## config.mk

```make
export PLATFORM = sky130hd
export DESIGN_NAME = kufe_ctrl
export DESIGN_NICKNAME = d
export VERILOG_FILES = /design/src/rtl/core/kufe_pkg.sv /design/src/rtl/core/kufe_ctrl.sv
export SDC_FILE = /design/constraint.sdc
export NUM_CORES = 1
export LEC_CHECK = 0
export CAP_MARGIN = 20
export CORE_AREA = 4 4 41 43
export CTS_BUF_LIST = sky130_fd_sc_hd__clkbuf_16
export CTS_CLUSTER_SIZE = 16
export DETAILED_ROUTE_END_ITERATION = 8
export DIE_AREA = 0 0 45 47
export DONT_BUFFER_PORTS = 1
export PLACE_DENSITY = 0.66
export SYNTH_ARGS = -nofsm -noshare
export SYNTH_HDL_FRONTEND = slang
export SYNTH_SLANG_ARGS = --single-unit
```

## constraint.sdc

```tcl
create_clock -name clk -period 1.25 [get_ports clk]
set_input_delay 0.125 -clock clk [delete_from_list [all_inputs] [get_ports clk]]
set_output_delay 0.125 -clock clk [all_outputs]
set_load 0.02 [all_outputs]
```

## src/rtl/core/kufe_pkg.sv

```systemverilog
`timescale 1ns / 1ps
`default_nettype none
// ----------------------------------------------------------------------------
// kufe_pkg: shared types and constants of the union-find edge engine
// Sizes of the vertex store, payload structs, controller states and the
// command/status bundles that join the controller to the datapath.
// ----------------------------------------------------------------------------
package kufe_pkg;

  localparam int NODES      = 8192;
  localparam int NODE_W     = $clog2(NODES);
  localparam int ENT_W      = NODE_W + 1;
  localparam int FIELD_W    = 13;
  localparam int WEIGHT_W   = 30;
  localparam int SUM_W      = 44;
  localparam int COUNT_W    = 13;

  localparam logic [ENT_W-1:0]  ROOT_INIT = '1;
  localparam logic [NODE_W-1:0] LAST_NODE = NODE_W'(NODES - 1);

  localparam logic FUNC_CLEAR = 1'b0;
  localparam logic FUNC_EDGE  = 1'b1;

  localparam logic SIDE_A = 1'b0;
  localparam logic SIDE_B = 1'b1;

  typedef struct packed {
    logic                func;
    logic [FIELD_W-1:0]  node_a;
    logic [FIELD_W-1:0]  node_b;
    logic [WEIGHT_W-1:0] weight;
  } in_item_t;

  typedef struct packed {
    logic               joined;
    logic [SUM_W-1:0]   total_weight;
    logic [COUNT_W-1:0] taken_count;
  } out_item_t;

  typedef enum logic [3:0] {
    ST_INIT,
    ST_IDLE,
    ST_CLEAR,
    ST_FIND_A_START,
    ST_FIND_A,
    ST_COMP_A,
    ST_FIND_B_START,
    ST_FIND_B,
    ST_COMP_B,
    ST_JOIN_TOP,
    ST_JOIN_CHILD,
    ST_DONE
  } state_t;

  typedef enum logic [2:0] {
    OP_NONE,
    OP_LOAD,
    OP_SWEEP,
    OP_FIND_START,
    OP_FIND_STEP,
    OP_COMP_STEP,
    OP_UNION_TOP,
    OP_UNION_CHILD
  } dp_op_t;

  typedef struct packed {
    dp_op_t op;
    logic   side;
    logic   out_load;
  } dp_cmd_t;

  typedef struct packed {
    logic sweep_last;
    logic rd_root;
    logic at_start;
    logic comp_end;
    logic same_root;
  } dp_status_t;

endpackage
`default_nettype wire

```

## src/rtl/core/kufe_ctrl.sv

```systemverilog
`timescale 1ns / 1ps
`default_nettype none
// ----------------------------------------------------------------------------
// kufe_ctrl: sequencer of the union-find edge engine
// Steps each item through sweep, root walks, path rewrites and the join,
// and owns both channel handshakes.
// ----------------------------------------------------------------------------
module kufe_ctrl (
  input  wire                       clk,
  input  wire                       rst_n,
  input  wire                       in_valid,
  input  wire                       in_func,
  output logic                      in_stall,
  output logic                      out_valid,
  input  wire                       out_stall,
  input  wire kufe_pkg::dp_status_t status,
  output kufe_pkg::dp_cmd_t         cmd
);

  kufe_pkg::state_t state_r;
  kufe_pkg::state_t state_nxt;
  logic             out_valid_r;
  logic             out_valid_nxt;

  always_ff @(posedge clk) begin
    if (!rst_n) begin
      state_r     <= kufe_pkg::ST_INIT;
      out_valid_r <= 1'b0;
    end else begin
      state_r     <= state_nxt;
      out_valid_r <= out_valid_nxt;
    end
  end

  always_comb begin
    state_nxt    = state_r;
    cmd.op       = kufe_pkg::OP_NONE;
    cmd.side     = kufe_pkg::SIDE_A;
    cmd.out_load = 1'b0;
    case (state_r)
      kufe_pkg::ST_INIT: begin
        cmd.op = kufe_pkg::OP_SWEEP;
        if (status.sweep_last) begin
          state_nxt = kufe_pkg::ST_IDLE;
        end
      end
      kufe_pkg::ST_IDLE: begin
        if (in_valid) begin
          cmd.op    = kufe_pkg::OP_LOAD;
          state_nxt = (in_func == kufe_pkg::FUNC_EDGE) ? kufe_pkg::ST_FIND_A_START
                                                       : kufe_pkg::ST_CLEAR;
        end
      end
      kufe_pkg::ST_CLEAR: begin
        cmd.op = kufe_pkg::OP_SWEEP;
        if (status.sweep_last) begin
          state_nxt = kufe_pkg::ST_DONE;
        end
      end
      kufe_pkg::ST_FIND_A_START: begin
        cmd.op    = kufe_pkg::OP_FIND_START;
        state_nxt = kufe_pkg::ST_FIND_A;
      end
      kufe_pkg::ST_FIND_A: begin
        cmd.op = kufe_pkg::OP_FIND_STEP;
        if (status.rd_root) begin
          state_nxt = status.at_start ? kufe_pkg::ST_FIND_B_START : kufe_pkg::ST_COMP_A;
        end
      end
      kufe_pkg::ST_COMP_A: begin
        cmd.op = kufe_pkg::OP_COMP_STEP;
        if (status.comp_end) begin
          state_nxt = kufe_pkg::ST_FIND_B_START;
        end
      end
      kufe_pkg::ST_FIND_B_START: begin
        cmd.op    = kufe_pkg::OP_FIND_START;
        cmd.side  = kufe_pkg::SIDE_B;
        state_nxt = kufe_pkg::ST_FIND_B;
      end
      kufe_pkg::ST_FIND_B: begin
        cmd.op   = kufe_pkg::OP_FIND_STEP;
        cmd.side = kufe_pkg::SIDE_B;
        if (status.rd_root) begin
          state_nxt = status.at_start ? kufe_pkg::ST_JOIN_TOP : kufe_pkg::ST_COMP_B;
        end
      end
      kufe_pkg::ST_COMP_B: begin
        cmd.op   = kufe_pkg::OP_COMP_STEP;
        cmd.side = kufe_pkg::SIDE_B;
        if (status.comp_end) begin
          state_nxt = kufe_pkg::ST_JOIN_TOP;
        end
      end
      kufe_pkg::ST_JOIN_TOP: begin
        if (status.same_root) begin
          state_nxt = kufe_pkg::ST_DONE;
        end else begin
          cmd.op    = kufe_pkg::OP_UNION_TOP;
          state_nxt = kufe_pkg::ST_JOIN_CHILD;
        end
      end
      kufe_pkg::ST_JOIN_CHILD: begin
        cmd.op    = kufe_pkg::OP_UNION_CHILD;
        state_nxt = kufe_pkg::ST_DONE;
      end
      kufe_pkg::ST_DONE: begin
        // hold until the result register is free or drains this cycle
        if (!out_valid_r || !out_stall) begin
          cmd.out_load = 1'b1;
          state_nxt    = kufe_pkg::ST_IDLE;
        end
      end
      default: begin
        state_nxt = kufe_pkg::ST_INIT;
      end
    endcase
  end

  always_comb begin
    if (cmd.out_load) begin
      out_valid_nxt = 1'b1;
    end else if (!out_stall) begin
      out_valid_nxt = 1'b0;
    end else begin
      out_valid_nxt = out_valid_r;
    end
  end

  assign in_stall  = (state_r != kufe_pkg::ST_IDLE);
  assign out_valid = out_valid_r;

endmodule
`default_nettype wire

```

==> results.toml <==
[critical_path]
slowest_stage = "dfxtp_4"
worstPathCellList = "buf_6 -> nand3b_1 -> a21oi_2 -> a21o_1"
r2r_setup_slack_ps = -160
timing.rr.start = "state_r[1]"
required_ps = 1120
worst_setup_path_end_kind = "primary output"
r2r_cells = 6
critical-path-top-delay-family = "compound AO/OA/AOI/OAI gates"
cp_max_fo = 7
worstPathArrival_ps = 1350
path_buf_inv = 1
r2r_end = "state_r[0]"
cp-start-kind = "flip-flop"
path_class = "flip-flop to primary output"
max_stage_delay_ps = 360

[power_and_ir_drop]
p_int_w = 0.001522
swShare_pct = 41.30
clock_power_share_pct = 20.9
power_density_mw_per_mm2 = 2577
power_frac_comb_pct = 65.0
ir_drop_v = 0.001474
seqPwrFrac_pct = 14.1
p_sw_w = 0.001071
leakagePower_nw = 0.4109
power_w = 0.002593

[die]
die_y_um = 47
pin_count = 17
die_area_mm2 = 0.002115
rows = 13
coreArea_mm2 = 0.001301
fp.dieW_um = 45
start_util_pct = 43.75

[final_layout]
drive_gt1_share_pct = 56.84
diodes = 0
nFillCells = 78
layout.nets = 106
area_delta_synth_final_pct = 76.70

[placement]
dp_slack_ps = -118.9
place_hpwl_um = 1012
portBuffers = 0
gp_congestion = 0.8401

[clock_tree]
h-tree-depth = 1
ctsHoldBuffers = 0
cts_inserted_buffers = 3
clkLatencyLatePin_ps = 230
root_buffer = "clkbuf_16"
cts.sinks = 5
path_clk_slew_ps = 40
cts_tree = "yes"
clockBufferDepth = 2

[sta]
finalSetupViolations = 8
max_freq_mhz = 677.0
fin_crit_sh_pct = 118.2
max_slew.worst_pin.slew_ps = 269.3
rsz0062_at_grt = "true"
fin_ws_ps = -227.1
relSlewSlack_pct = 81.93
hold_violations = 0
fin_crit_ps = 1477
skew_ps = 2.683
slew_viol_final = 0

[yosys]
ys_types = 33
postSynthRegisterBits = 5
ys_seq_area_share_pct = 17.58
synthCells = 74
synth_edf_count = 0
ys.flop_type = "dfxtp_1"
synth_warnings = 0
netlist_area_um2 = 569.3
async_reset_ff_share_pct = 0
syn_nets = 84
syn_avg_cell_area_um2 = 7.693

[worst_hold_path]
hp-class = "input pin to flip-flop"
hold-path-endpoint = "out_valid"
hp-start = "rst_n"
hold_depth = 1

[flow_run]
drv_cap = 0

[global_route]
antenna_found_initial = 0
grt_max_degree = 14
gr-total-overflow = 0
grt.total_usage_pct = 18.04
grt_pass1_vias = 603
grt_pass1_wl_um = 2808

[drt]
dr.pass1.iters = 4
drt-vias-per-instance = 6.000
wl_per_cell_um = 18.04
drt-initial-drc-count = 14
drc = 0
postRouteAntennaNets = 0
num_vias = 660
postRouteWirelength_um = 1984

[run_status]
violations = "setup timing"
status = "finished, violations left"
-- metrics by stage --
| step | hold WS [ps] | cell area, um2 | cells | utilization [%] | TNS, ps |
|---|---|---|---|---|---|
| final | 25.45 | 1006 | 110 | 77.31 | -1146 |
| after global routing | 25.30 | 1006 | 110 | 77.31 | -1442 |
| after CTS | 12.46 | 910.9 | 106 | 70.00 | -889.0 |
| after detailed placement | 249.4 | 666.9 | 94 | 51.25 | -382.5 |
| after global placement | 248.0 | 666.9 | 94 | 51.25 | -262.2 |
| after floorplan | 242.7 | 591.8 | 74 | - | -80.59 |
-- power by group through the flow --
stage	Sequential (W)	Clock, W	Combinational [W]
after floorplan	0.000240	0	0.000921
after global placement	0.000302	0	0.00109
after detailed placement	0.000304	0	0.00110
after CTS	0.000346	0.000539	0.00149
after global routing	0.000370	0.000552	0.00178
final	0.000365	0.000543	0.00169
-- area by class of cell --
type | instances | area (um2) | area share [%]
clock buffers | 3 | 75.07 | 7.463
clock inverters | 1 | 3.754 | 0.3731
inverters | 2 | 10.01 | 0.9950
multi-input cells | 58 | 510.5 | 50.75
flip-flops and latches | 5 | 115.1 | 11.44
well taps | 15 | 18.77 | 1.866
repair buffers | 26 | 272.8 | 27.11
-- layer usage --
metal | GRT usage (%) | up-vias | share of wire [%] | wire, um
met5 | 0 | - | 0 | 0
met4 | 5.263 | 0 | 0.96 | 19
met3 | 4.981 | 2 | 7.0 | 138
met2 | 29.66 | 28 | 49 | 964
met1 | 23.06 | 314 | 43 | 861
li1 | - | 316 | - | -
-- placed cells by master (no fill, tap or decap), types with 2 or more instances in the layout --
cell type	instances
o21ai_1	4
and4b_1	2
o21ai_2	3
mux2i_1	3
inv_1	2
nand2_1	2
clkbuf_16	3
nor4b_4	2
buf_4	12
nor2b_4	2
a21oi_1	3
buf_6	12
nor2_1	3
o21a_1	3
nor2b_1	3
nand3b_1	2
o22ai_4	2
o21ai_0	2
dfxtp_4	4
a21oi_2	2
-- registers in the layout (all words and copies together), names as in the netlist --
signal,count
out_valid,1
state_r,4
-- worst max path at each step --
stage | cells past startpoint | slack (ps) | startpoint | endpoint
global route | 6 | -250 | state_r[1] | state_r[0]
floorplan | 4 | -70 | state_r[3] | cmd[3]
detailed placement | 4 | -120 | state_r[2] | state_r[1]
global placement | 4 | -100 | state_r[2] | state_r[3]
CTS | 4 | -140 | state_r[3] | cmd[2]
finish | 4 | -230 | state_r[3] | cmd[2]
-- synth_stat cells (all sizes together), types with 3 or more instances --
cell type	number	area, um2
nor2	5	18.77
o21ai	9	45.04
a21oi	5	25.02
nand2	4	15.01
mux2i	3	30.03
o22ai	3	18.77
nor2b	5	31.28
buf	8	57.55
dfxtp	5	100.1
o21a	3	22.52
-- cell families (layout without fill, tap and decap cells) --
logic type / after synthesis / in the layout / synth area share [%]
muxes: 3 / 3 / 5.275
DFF: 5 / 5 / 17.58
and+or+nand+nor: 28 / 28 / 33.84
adders and majority gates: 1 / 1 / 1.758
AOI/OAI and AO/OA: 26 / 26 / 29.45
buffers and inverters: 11 / 32 / 12.09
-- timing repair --
| action | CTS | global route |
|---|---|---|
| buffers inserted | 7 | 4 |
| endpoints found under the setup margin | 9 | 9 |
| gates resized for setup | 29 | 16 |
| cloned | 1 | 0 |
| pin swaps | 12 | 8 |
(Power assumes the default switching activity.)
